$ cat src/rtl/core/rhpp_pkg.sv
// rhpp_pkg: shared types and fixed constants of the rtp h264 / pcma packetizer
// holds the command struct passed from the front end to the back end
// depends on nothing
package rhpp_pkg;

  localparam int RTP_HDR_BYTES = 12;
  localparam int FU_BYTES      = 2;
  localparam int EXT_BYTES     = 8;
  localparam int MAX_RESULTS   = 50;
  localparam int CNT_W         = $clog2(MAX_RESULTS + 1);

  localparam logic [4:0] NAL_TYPE_IDR  = 5'd5;
  localparam logic [4:0] NAL_TYPE_FU_A = 5'd28;

  typedef enum logic [1:0] {
    CFG_SPS_LENGTH = 2'd0,
    CFG_PPS_LENGTH = 2'd1
  } cfg_index_t;

  typedef enum logic [1:0] {
    KIND_SPS    = 2'd0,
    KIND_PPS    = 2'd1,
    KIND_SINGLE = 2'd2,
    KIND_FU_A   = 2'd3
  } kind_t;

  typedef struct packed {
    logic        is_video;
    logic [31:0] ts;
    logic [15:0] size;
    logic [4:0]  nal_type;
    logic [1:0]  nri;
    logic        keyframe;
    logic        audio_ok;
    logic        need_sps;
    logic        need_pps;
    logic        single;
    logic [10:0] sps_len;
    logic [10:0] pps_len;
  } cmd_t;

  typedef struct packed {
    logic full;
    logic empty;
  } q_status_t;

endpackage

$ cat src/rtl/core/rhpp_front.sv
// rhpp_front: input handshake and classification of one unit into a command
// depends on rhpp_pkg
module rhpp_front #(
  parameter int MAX_PACKET_BYTES = 1400
) (
  input  logic                in_valid,
  output logic                in_stall,
  input  logic                mode,
  input  logic [31:0]         timestamp,
  input  logic [15:0]         unit_size,
  input  logic [7:0]          nal_header,
  input  logic [10:0]         sps_length,
  input  logic [10:0]         pps_length,
  input  rhpp_pkg::q_status_t q_status,
  output logic                push,
  output rhpp_pkg::cmd_t      push_data
);

  localparam logic [15:0] SINGLE_MAX =
    16'(MAX_PACKET_BYTES - rhpp_pkg::RTP_HDR_BYTES);
  localparam logic [10:0] SPS_CAP =
    11'(MAX_PACKET_BYTES - rhpp_pkg::RTP_HDR_BYTES - rhpp_pkg::EXT_BYTES);
  localparam logic [10:0] PPS_CAP =
    11'(MAX_PACKET_BYTES - rhpp_pkg::RTP_HDR_BYTES);

  logic kf;

  assign in_stall = q_status.full;
  assign push     = in_valid && !q_status.full;
  assign kf       = (nal_header[4:0] == rhpp_pkg::NAL_TYPE_IDR);

  always_comb begin
    push_data          = '0;
    push_data.is_video = mode;
    push_data.ts       = timestamp;
    push_data.size     = unit_size;
    push_data.nal_type = nal_header[4:0];
    push_data.nri      = nal_header[6:5];
    push_data.keyframe = kf;
    // audio and single-unit video share the same size limit
    push_data.audio_ok = (unit_size <= SINGLE_MAX);
    push_data.single   = (unit_size <= SINGLE_MAX);
    push_data.need_sps = kf && (sps_length != 11'd0);
    push_data.need_pps = kf && (pps_length != 11'd0);
    push_data.sps_len  = (sps_length > SPS_CAP) ? SPS_CAP : sps_length;
    push_data.pps_len  = (pps_length > PPS_CAP) ? PPS_CAP : pps_length;
  end

endmodule

$ cat src/rtl/core/rhpp_queue.sv
// rhpp_queue: two-entry register queue of commands between front and back
// depends on rhpp_pkg
module rhpp_queue (
  input  logic                clk,
  input  logic                rst,
  input  logic                push,
  input  rhpp_pkg::cmd_t      push_data,
  input  logic                pop,
  output rhpp_pkg::cmd_t      pop_data,
  output rhpp_pkg::q_status_t q_status
);

  rhpp_pkg::cmd_t entry [2];
  logic           wr_ptr;
  logic           rd_ptr;
  logic [1:0]     count;

  assign pop_data       = entry[rd_ptr];
  assign q_status.full  = (count == 2'd2);
  assign q_status.empty = (count == 2'd0);

  always_ff @(posedge clk) begin
    if (push) begin
      entry[wr_ptr] <= push_data;
    end
  end

  always_ff @(posedge clk) begin
    if (rst) begin
      wr_ptr <= 1'b0;
      rd_ptr <= 1'b0;
      count  <= 2'd0;
    end else begin
      if (push) wr_ptr <= !wr_ptr;
      if (pop)  rd_ptr <= !rd_ptr;
      case ({push, pop})
        2'b10:   count <= count + 2'd1;
        2'b01:   count <= count - 2'd1;
        default: count <= count;
      endcase
    end
  end

endmodule

$ cat src/rtl/core/rhpp_back.sv
// rhpp_back: packet sequencer, sequence counters and output register
// depends on rhpp_pkg
module rhpp_back #(
  parameter int MAX_PACKET_BYTES = 1400
) (
  input  logic                clk,
  input  logic                rst,
  input  rhpp_pkg::cmd_t      q_data,
  input  rhpp_pkg::q_status_t q_status,
  output logic                pop,
  output logic                out_valid,
  input  logic                out_stall,
  output logic                is_video,
  output logic                keyframe,
  output logic [15:0]         seq_num,
  output logic [31:0]         ts_out,
  output logic                marker,
  output logic [1:0]          kind,
  output logic [7:0]          fu_indicator,
  output logic [7:0]          fu_header,
  output logic [15:0]         payload_offset,
  output logic [10:0]         payload_length,
  output logic                last_of_run,
  output logic                status
);

  localparam logic [10:0] FRAG_LEN = 11'(MAX_PACKET_BYTES - rhpp_pkg::RTP_HDR_BYTES
                                         - rhpp_pkg::FU_BYTES);
  localparam int CW = rhpp_pkg::CNT_W;

  typedef enum logic [5:0] {
    ST_IDLE  = 6'b000001,
    ST_AUDIO = 6'b000010,
    ST_SPS   = 6'b000100,
    ST_PPS   = 6'b001000,
    ST_BODY  = 6'b010000,
    ST_FRAG  = 6'b100000
  } state_t;

  state_t         state, state_next;
  rhpp_pkg::cmd_t cmd;
  logic [15:0]    video_seq, video_seq_next;
  logic [15:0]    audio_seq, audio_seq_next;
  logic [15:0]    off, off_next;
  logic [15:0]    rem, rem_next;
  logic [CW-1:0]  cnt, cnt_next;
  logic           fire;
  logic           rem_fits;
  logic [10:0]    frag_n;
  logic [7:0]     fu_ind;

  // descriptor under construction
  logic        d_video, d_kf, d_marker, d_last, d_status;
  logic [15:0] d_seq, d_off;
  logic [1:0]  d_kind;
  logic [7:0]  d_ind, d_hdr;
  logic [10:0] d_len;

  assign pop      = (state == ST_IDLE) && !q_status.empty;
  assign fire     = (state != ST_IDLE) && (!out_valid || !out_stall);
  assign rem_fits = (rem <= {5'd0, FRAG_LEN});
  assign frag_n   = rem_fits ? rem[10:0] : FRAG_LEN;
  assign fu_ind   = {1'b0, cmd.nri, rhpp_pkg::NAL_TYPE_FU_A};

  always_comb begin
    state_next     = state;
    video_seq_next = video_seq;
    audio_seq_next = audio_seq;
    off_next       = off;
    rem_next       = rem;
    cnt_next       = cnt;
    d_video        = 1'b1;
    d_kf           = cmd.keyframe;
    d_seq          = video_seq;
    d_marker       = 1'b0;
    d_kind         = rhpp_pkg::KIND_SINGLE;
    d_ind          = 8'd0;
    d_hdr          = 8'd0;
    d_off          = 16'd0;
    d_len          = 11'd0;
    d_last         = 1'b0;
    d_status       = 1'b0;
    case (state)
      ST_IDLE: begin
        if (pop) begin
          cnt_next = '0;
          if (!q_data.is_video)    state_next = ST_AUDIO;
          else if (q_data.need_sps) state_next = ST_SPS;
          else if (q_data.need_pps) state_next = ST_PPS;
          else                      state_next = ST_BODY;
        end
      end
      ST_AUDIO: begin
        d_video  = 1'b0;
        d_kf     = 1'b1;
        d_seq    = audio_seq;
        d_marker = cmd.audio_ok;
        d_len    = cmd.audio_ok ? cmd.size[10:0] : 11'd0;
        d_last   = 1'b1;
        d_status = !cmd.audio_ok;
        if (fire) begin
          if (cmd.audio_ok) audio_seq_next = audio_seq + 16'd1;
          state_next = ST_IDLE;
        end
      end
      ST_SPS: begin
        d_kind = rhpp_pkg::KIND_SPS;
        d_len  = cmd.sps_len;
        if (fire) begin
          video_seq_next = video_seq + 16'd1;
          cnt_next       = cnt + CW'(1);
          state_next     = cmd.need_pps ? ST_PPS : ST_BODY;
        end
      end
      ST_PPS: begin
        d_kind = rhpp_pkg::KIND_PPS;
        d_len  = cmd.pps_len;
        if (fire) begin
          video_seq_next = video_seq + 16'd1;
          cnt_next       = cnt + CW'(1);
          state_next     = ST_BODY;
        end
      end
      ST_BODY: begin
        if (cmd.single) begin
          d_marker = 1'b1;
          d_len    = cmd.size[10:0];
          d_last   = 1'b1;
        end else begin
          // first fragment skips the nal header byte
          d_kind = rhpp_pkg::KIND_FU_A;
          d_ind  = fu_ind;
          d_hdr  = {3'b100, cmd.nal_type};
          d_off  = 16'd1;
          d_len  = FRAG_LEN;
        end
        if (fire) begin
          video_seq_next = video_seq + 16'd1;
          cnt_next       = cnt + CW'(1);
          off_next       = 16'd1 + {5'd0, FRAG_LEN};
          rem_next       = cmd.size - 16'd1 - {5'd0, FRAG_LEN};
          state_next     = cmd.single ? ST_IDLE : ST_FRAG;
        end
      end
      ST_FRAG: begin
        d_kind   = rhpp_pkg::KIND_FU_A;
        d_ind    = fu_ind;
        d_hdr    = {1'b0, rem_fits, 1'b0, cmd.nal_type};
        d_marker = rem_fits;
        d_off    = off;
        d_len    = frag_n;
        // descriptor budget ends the run early on long units
        d_last   = rem_fits || (cnt == CW'(rhpp_pkg::MAX_RESULTS - 1));
        if (fire) begin
          video_seq_next = video_seq + 16'd1;
          cnt_next       = cnt + CW'(1);
          off_next       = off + {5'd0, frag_n};
          rem_next       = rem - {5'd0, frag_n};
          if (d_last) state_next = ST_IDLE;
        end
      end
      default: begin
        state_next = ST_IDLE;
      end
    endcase
  end

  always_ff @(posedge clk) begin
    if (rst) begin
      state     <= ST_IDLE;
      video_seq <= 16'd0;
      audio_seq <= 16'd0;
      out_valid <= 1'b0;
      cnt       <= '0;
    end else begin
      state     <= state_next;
      video_seq <= video_seq_next;
      audio_seq <= audio_seq_next;
      cnt       <= cnt_next;
      if (fire)           out_valid <= 1'b1;
      else if (!out_stall) out_valid <= 1'b0;
    end
  end

  always_ff @(posedge clk) begin
    off <= off_next;
    rem <= rem_next;
    if (pop) cmd <= q_data;
    if (fire) begin
      is_video       <= d_video;
      keyframe       <= d_kf;
      seq_num        <= d_seq;
      ts_out         <= cmd.ts;
      marker         <= d_marker;
      kind           <= d_kind;
      fu_indicator   <= d_ind;
      fu_header      <= d_hdr;
      payload_offset <= d_off;
      payload_length <= d_len;
      last_of_run    <= d_last;
      status         <= d_status;
    end
  end

endmodule

$ cat src/rtl/core/rtp_h264_pcma_packetizer_unit.sv
// rtp_h264_pcma_packetizer_unit: top level of the rtp packet descriptor generator
// depends on rhpp_pkg, rhpp_front, rhpp_queue, rhpp_back

// Each accepted item describes one H.264 NAL unit or one PCMA audio frame;
// the block answers with one descriptor per RTP packet (sequence number,
// marker, kind, FU-A bytes, payload offset and length), last_of_run marking
// the final one. Keyframes get an SPS and a PPS descriptor first when those
// lengths are nonzero; large NALs are cut into FU-A fragments. The front end
// classifies an item in the cycle it is accepted and places it in a
// two-entry command queue, so up to two items are taken while the back end
// is busy. The back end sequencer loads a command while idle and then emits
// one descriptor per cycle into the output register whenever out_stall does
// not hold back a waiting descriptor; a video item gives at most 50 of them.
// There is no memory and no clearing pass; cfg_ready is always high and
// writes go straight to the two length registers.
module rtp_h264_pcma_packetizer_unit #(
  parameter int MAX_PACKET_BYTES = 1400
) (
  input  logic        clk,
  input  logic        rst,
  // configuration write channel
  input  logic        cfg_valid,
  output logic        cfg_ready,
  input  logic [1:0]  cfg_index,
  input  logic [10:0] cfg_data,
  // input items
  input  logic        in_valid,
  output logic        in_stall,
  input  logic        mode,
  input  logic [31:0] timestamp,
  input  logic [15:0] unit_size,
  input  logic [7:0]  nal_header,
  // result items
  output logic        out_valid,
  input  logic        out_stall,
  output logic        is_video,
  output logic        keyframe,
  output logic [15:0] seq_num,
  output logic [31:0] ts_out,
  output logic        marker,
  output logic [1:0]  kind,
  output logic [7:0]  fu_indicator,
  output logic [7:0]  fu_header,
  output logic [15:0] payload_offset,
  output logic [10:0] payload_length,
  output logic        last_of_run,
  output logic        status
);

  logic [10:0]         sps_length;
  logic [10:0]         pps_length;
  logic                push;
  logic                pop;
  rhpp_pkg::cmd_t      push_data;
  rhpp_pkg::cmd_t      pop_data;
  rhpp_pkg::q_status_t q_status;

  assign cfg_ready = 1'b1;

  // register file: indexes past the list are ignored
  always_ff @(posedge clk) begin
    if (rst) begin
      sps_length <= 11'd0;
      pps_length <= 11'd0;
    end else if (cfg_valid && cfg_ready) begin
      case (cfg_index)
        rhpp_pkg::CFG_SPS_LENGTH: sps_length <= cfg_data;
        rhpp_pkg::CFG_PPS_LENGTH: pps_length <= cfg_data;
        default: ;
      endcase
    end
  end

  rhpp_front #(
    .MAX_PACKET_BYTES(MAX_PACKET_BYTES)
  ) u_front (
    .in_valid  (in_valid),
    .in_stall  (in_stall),
    .mode      (mode),
    .timestamp (timestamp),
    .unit_size (unit_size),
    .nal_header(nal_header),
    .sps_length(sps_length),
    .pps_length(pps_length),
    .q_status  (q_status),
    .push      (push),
    .push_data (push_data)
  );

  rhpp_queue u_queue (
    .clk      (clk),
    .rst      (rst),
    .push     (push),
    .push_data(push_data),
    .pop      (pop),
    .pop_data (pop_data),
    .q_status (q_status)
  );

  rhpp_back #(
    .MAX_PACKET_BYTES(MAX_PACKET_BYTES)
  ) u_back (
    .clk           (clk),
    .rst           (rst),
    .q_data        (pop_data),
    .q_status      (q_status),
    .pop           (pop),
    .out_valid     (out_valid),
    .out_stall     (out_stall),
    .is_video      (is_video),
    .keyframe      (keyframe),
    .seq_num       (seq_num),
    .ts_out        (ts_out),
    .marker        (marker),
    .kind          (kind),
    .fu_indicator  (fu_indicator),
    .fu_header     (fu_header),
    .payload_offset(payload_offset),
    .payload_length(payload_length),
    .last_of_run   (last_of_run),
    .status        (status)
  );

  // a dropped audio frame is always a lone audio descriptor
  a_status_audio: assert property (@(posedge clk) disable iff (rst)
    out_valid && status |-> !is_video && last_of_run && !marker)
    else $error("status set on a descriptor that is not a lone audio item");

  // the marker only ever closes a run
  a_marker_last: assert property (@(posedge clk) disable iff (rst)
    out_valid && marker |-> last_of_run)
    else $error("marker set before the end of the run");

  // fragments are video and carry the fu-a type in the indicator
  a_frag_indicator: assert property (@(posedge clk) disable iff (rst)
    out_valid && (kind == rhpp_pkg::KIND_FU_A) |->
      is_video && (fu_indicator[4:0] == rhpp_pkg::NAL_TYPE_FU_A))
    else $error("fragment descriptor with a bad indicator");

  // the queue never takes an item while full
  a_no_overflow: assert property (@(posedge clk) disable iff (rst)
    q_status.full |-> !push)
    else $error("command pushed into a full queue");

endmodule

$ cat config.mk
export PLATFORM = sky130hd
export DESIGN_NAME = rtp_h264_pcma_packetizer_unit
export DESIGN_NICKNAME = d
export VERILOG_FILES = /design/src/rtl/core/rhpp_pkg.sv /design/src/rtl/core/rhpp_front.sv /design/src/rtl/core/rhpp_queue.sv /design/src/rtl/core/rhpp_back.sv /design/src/rtl/core/rtp_h264_pcma_packetizer_unit.sv
export SDC_FILE = /design/constraint.sdc
export NUM_CORES = 1
export LEC_CHECK = 0
export ABC_AREA = 1
export BUFFER_PORTS_ARGS = -buffer_cell sky130_fd_sc_hd__buf_2
export CORE_UTILIZATION = 50
export CTS_CLUSTER_SIZE = 12
export DETAILED_ROUTE_END_ITERATION = 10
export PLACE_DENSITY = 0.73
export REMOVE_ABC_BUFFERS = 1
export SLEW_MARGIN = 20
export SYNTH_ARGS = -nofsm -noshare
export SYNTH_HDL_FRONTEND = slang
export SYNTH_HIERARCHICAL = 1
export SYNTH_SLANG_ARGS = --single-unit
$ cat constraint.sdc
create_clock -name clk -period 8.51 [get_ports clk]
set_input_delay 2.553 -clock clk [delete_from_list [all_inputs] [get_ports clk]]
set_output_delay 2.553 -clock clk [all_outputs]
set_load 0.1 [all_outputs]
==> results.json, run 1 <==
{
  "yosysMostFrequentCell": "edfxtp_1",
  "max_stage_delay_ns": 0.80,
  "slowest_stage": "buf_4",
  "top_regs": "u_queue/entry (166), u_back/cmd (81), u_back/ts_out (32)",
  "powerDensity_nw_per_um2": 370,
  "ant_nets": 0,
  "path_max_fanout": 63,
  "drt_iter0_markers": 704,
  "cts_max_level": 2,
  "power_leakage_nw": 8.65,
  "ys_seq_elements": 443,
  "worst_slack_ns": 4.37,
  "instances_no_fill": 2312,
  "path_common_cell": "inv_1",
  "grt_pass1_wl_mm": 59.1,
  "worstSkewPairLatency_ns": 0.57,
  "dp_cells": 2227,
  "yosys_warnings": 6,
  "synthArstFlopShare": 0,
  "path_cells": "buf_2 -> inv_1 -> nor2_1 -> inv_1 -> nor2_4 -> buf_4",
  "crit_type": "primary input to register",
  "worst_pin_slew_ns": 0.933,
  "period_needed_ns": 4.14,
  "rr_startpoint": "u_back/rem[7]",
  "synth.distinct_cells": 62,
  "regMostFlops": "u_queue/entry",
  "die_h_um": 199,
  "via_per_inst": 5.11,
  "initial_core_util": 0.512,
  "largest_reg_flops": 166,
  "vias": 11803,
  "wl_per_cell_um": 16.2,
  "peakVddDrop_mv": 0.301,
  "slew_headroom": 0.378,
  "outcome": "finished, final reports clean",
  "design_area_um2": 21700,
  "layout-drive-gt1-share": 0.223,
  "hold_viol_final": 0,
  "grt_pass1_vias": 11829,
  "critPathCaptureType": "register",
  "area_growth_pct": 11.6,
  "portBuffers": 169,
  "cts_made_buffers": 47,
  "core_um2": 38000,
  "synth_top_cells_by_count": "edfxtp_1 (371), nand2_1 (259), inv_1 (174)",
  "r2r_slack_ns": 4.68,
  "final_core_util": 0.571,
  "rows": 71,
  "tns_ns": 0,
  "hold_class": "register to register",
  "dp_slack_ns": 3.75,
  "max_freq_mhz": 241,
  "grt_usage": 0.193,
  "finalCritPeriodShare": 0.487,
  "ctsHoldBuffers": 0,
  "io_pins": 176,
  "antenna_found_initial": 9,
  "ys.flop_type": "edfxtp_1",
  "synth_top_cell_by_area": "edfxtp_1",
  "cts_sinks": 443,
  "whs_path_depth": 0,
  "routed_wl_mm": 37.6,
  "hold_path_startpoint": "u_back/cmd[72]",
  "die_w_um": 199,
  "place.gp.congestion": 0.858,
  "grt_max_degree": 64,
  "rsz0062_at_grt": "no",
  "ys_seq_area_frac": 0.646,
  "yosys.area.top_type_share": 0.572,
  "syn_area_um2": 19500,
  "drcViolationCount": 0,
  "cts_tree": "built",
  "drt-pass1-iter-count": 5,
  "post-dp-hpwl_mm": 24.9,
  "place_area_um2": 20200,
  "dieArea_um2": 39700,
  "clk_path_buf_depth": 3,
  "required_ns": 8.70,
  "rr_endpoint": "u_back/off[10]",
  "fin_skew_ns": 0.0108,
  "synthTopCellsByArea": "edfxtp_1 (57%), dfxtp_1 (7.4%), mux2_4 (5.4%)",
  "drv_slew": 0,
  "avgSynthCellArea_um2": 11.9,
  "worstPathArrival_ns": 4.34,
  "finalSetupViolations": 0,
  "clk_pin_slew_ns": 0.05,
  "critPathLaunchType": "primary input",
  "root_buffer": "clkbuf_16",
  "postCtsSetupRepairBufs": 0,
  "holdPathEnd": "u_back/ts_out[22]",
  "crit_family": "buffers and inverters",
  "cts_resized": 0,
  "grt-ovfl-total": 0,
  "synth_edf_count": 371,
  "fin_nets": 1859,
  "critPathBufInv": 4,
  "rr_worst_depth": 21,
  "drv_cap": 0,
  "synth_cells": 1640
}
==> worst max path at each step <==
stage | end | cells after the start | from | slack [ns]
final | u_queue/entry[0][33] | 6 | in_valid | 4.37
after global routing | u_queue/entry[0][33] | 6 | in_valid | 4.19
after detailed placement | u_queue/entry[0][29] | 6 | in_valid | 3.75
after CTS | in_stall | 3 | u_queue/count[1] | 4.33
after global placement | u_queue/entry[0][27] | 6 | in_valid | 3.79
after floorplan | u_queue/entry[0][0] | 4 | in_valid | 1.73
==> cell type report <==
cell class                      instances  area (um^2)
Clock buffer                           67         1300
Clock inverter                         14          169
Fill cell                            3170        16300
Tap cell                              511          639
Timing Repair Buffer                  178          913
Multi-Input combinational cell        897         5360
Antenna cell                            4         10.0
Inverter                              198          749
Sequential cell                       443        12600
==> where the power goes <==
group	leakage (nW)	switching, mW	total [mW]	internal [mW]
combinational	3.83	2.36	2.82	0.467
sequential	4.11	0.191	3.27	3.08
clock	0.712	0.799	1.95	1.15
total	8.65	3.35	8.04	4.70
==> per-stage QoR <==
stage	hold slack [ns]	power, mW
3_3_place_gp	0.401	6.11
6_report	0.416	8.04
2_1_floorplan	0.400	5.69
5_1_grt	0.417	8.37
3_5_place_dp	0.405	6.16
4_1_cts	0.416	8.14
==> metal layers <==
layer,global-route usage,routed length (um),up-vias,share of wire
met5,0,55,-,0.0015
met4,0.0704,923,8,0.025
met3,0.0468,2110,75,0.056
met2,0.339,19100,266,0.51
met1,0.228,15400,5625,0.41
li1,-,-,5829,-
==> layout by cell type (no fill, tap or decap), types with 12 or more instances in the layout <==
master and instances:
mux2_2 13, edfxtp_1 371, nand3_1 65, o21ai_0 60, buf_2 169, nor2_1 154, clkbuf_1 14, mux2_4 70
clkbuf_16 47, nor3_1 23, dfxtp_1 71, inv_2 21, a21oi_1 72, nand4_1 12, nand2_1 259, inv_1 173
ha_1 18
==> cells by family after synthesis <==
group | count (synthesis) | share of synthesized area
AND/OR/NAND/NOR | 583 | 0.135
flip-flops | 443 | 0.646
buffers and inverters | 303 | 0.0797
AO/OA/AOI/OAI | 195 | 0.0588
multiplexers | 83 | 0.0615
adder cells (fa/ha/maj) | 19 | 0.0126
XOR/XNOR | 11 | 0.00495
other | 3 | 0.000579
No activity file was read; power rests on OpenSTA's default activity.
==> inputs of run 2 (changes only) <==
==> constraint.sdc (replaced) <==
create_clock -name clk -period 4 [get_ports clk]
set_input_delay 1.2 -clock clk [delete_from_list [all_inputs] [get_ports clk]]
set_output_delay 1.2 -clock clk [all_outputs]
set_load 0.1 [all_outputs]
==> results.json, run 2 (same netlist as run 1, synthesis figures left out) <==
{
  "grt_max_degree": 93,
  "post-dp-hpwl_mm": 25.1,
  "worstSkewPairLatency_ns": 0.58,
  "path_max_fanout": 14,
  "largest_reg_flops": 166,
  "powerDensity_nw_per_um2": 785,
  "peakVddDrop_mv": 0.580,
  "vias": 11833,
  "crit_type": "register to register",
  "drt-pass1-iter-count": 5,
  "drv_slew": 0,
  "via_per_inst": 5.10,
  "portBuffers": 169,
  "grt_pass1_wl_mm": 59.7,
  "dp_cells": 2231,
  "core_um2": 38000,
  "postCtsSetupRepairBufs": 0,
  "drt_iter0_markers": 654,
  "drcViolationCount": 0,
  "clk_path_buf_depth": 3,
  "grt_usage": 0.194,
  "dieArea_um2": 39700,
  "critPathLaunchType": "register",
  "ctsHoldBuffers": 0,
  "slew_headroom": 0.448,
  "cts_made_buffers": 47,
  "hold_viol_final": 0,
  "finalCritPeriodShare": 0.897,
  "final_cell_mix": "edfxtp_1 (371), nand2_1 (259), inv_1 (173), buf_2 (169), nor2_1 (154)",
  "regMostFlops": "u_queue/entry",
  "io_pins": 176,
  "cts_max_level": 2,
  "fin_skew_ns": 0.0105,
  "top_regs": "u_queue/entry (166), u_back/cmd (81), u_back/ts_out (32)",
  "die_h_um": 199,
  "antenna_found_initial": 9,
  "hold_class": "register to register",
  "max_freq_mhz": 279,
  "fin_nets": 1863,
  "instances_no_fill": 2320,
  "routed_wl_mm": 37.8,
  "wl_per_cell_um": 16.3,
  "p_total_mw": 17.1,
  "die_w_um": 199,
  "root_buffer": "clkbuf_16",
  "outcome": "finished, final reports clean",
  "cts_resized": 0,
  "layout_commonest_cell": "edfxtp_1",
  "rows": 71,
  "layout-drive-gt1-share": 0.225,
  "power_leakage_nw": 8.67,
  "cts_sinks": 443,
  "fill_cells": 3165,
  "place.gp.congestion": 0.849,
  "worst_pin_slew_ns": 0.828,
  "critPathCaptureType": "register",
  "finalSetupViolations": 0,
  "grt-ovfl-total": 0,
  "initial_core_util": 0.512,
  "drv_cap": 0,
  "grt_pass1_vias": 11698,
  "required_ns": 4.32,
  "period_needed_ns": 3.59,
  "worstPathArrival_ns": 3.90,
  "area_growth_pct": 12.0,
  "ant_nets": 0,
  "rsz0062_at_grt": "no",
  "cts_tree": "built",
  "clk_pin_slew_ns": 0.06
}
[run 2: worst paths after layout]
check	from	end	slack [ns]	cells after the start
worst max-delay path	u_back/rem[7]	u_back/off[10]	0.41	21
worst max register to register	u_back/rem[7]	u_back/off[10]	0.41	21
worst min register to register	u_back/cmd[55]	u_back/ts_out[5]	0.41	0
worst min-delay path	u_back/cmd[55]	u_back/ts_out[5]	0.41	0
[run 2: layer usage]
layer  vias up  share of wire  global-route usage
met4         8          0.027              0.0769
met3        71          0.057              0.0437
met1      5651           0.42               0.233
met5         -         0.0013                   0
li1       5830              -                   -
met2       273           0.50               0.339
[run 2: cell type report]
cell class              count  area (um^2)  area share
diodes                      5         12.5    0.000574
clock buffers              69         1300      0.0596
clock inverters            15          151     0.00695
inverters                 198          749      0.0344
multi-input cells         897         5360       0.246
flip-flops and latches    443        12600       0.578
well taps                 511          639      0.0293
repair buffers            182          993      0.0456
[run 2: where the power goes]
group | switching (mW) | total [mW] | internal, mW
clock network | 1.70 | 4.08 | 2.38
registers | 0.411 | 6.96 | 6.55
logic | 5.03 | 6.06 | 1.04
[run 2: through the flow]
step / setup TNS [ns] / hold slack (ns) / utilization / cell area [um^2] / setup slack [ns]
after floorplan: -180.99 / 0.400 / - / 18700 / -1.43
after global placement: 0 / 0.401 / 0.535 / 20300 / 0.463
after detailed placement: 0 / 0.405 / 0.535 / 20300 / 0.445
after CTS: 0 / 0.413 / 0.573 / 21800 / 0.428
after global routing: 0 / 0.421 / 0.573 / 21800 / 0.0133
final: 0 / 0.410 / 0.573 / 21800 / 0.411
[run 2: worst max-delay path, cell delays in order (launching register included)]
cell and delay (ns):
edfxtp_1 0.45, inv_1 0.16, nand2_1 0.08, nor2_2 0.11, nand2_1 0.06, nand2_1 0.05, nand2_1 0.06, nand2_2 0.24
nand2_4 0.09, inv_4 0.15, nor2_1 0.10, ha_1 0.23, fa_1 0.40, nand2_1 0.08, inv_1 0.05, o21ai_0 0.11
and2_1 0.21, o21bai_1 0.12, a21oi_1 0.25, o21ai_0 0.14, xnor2_1 0.15, nand2_1 0.06
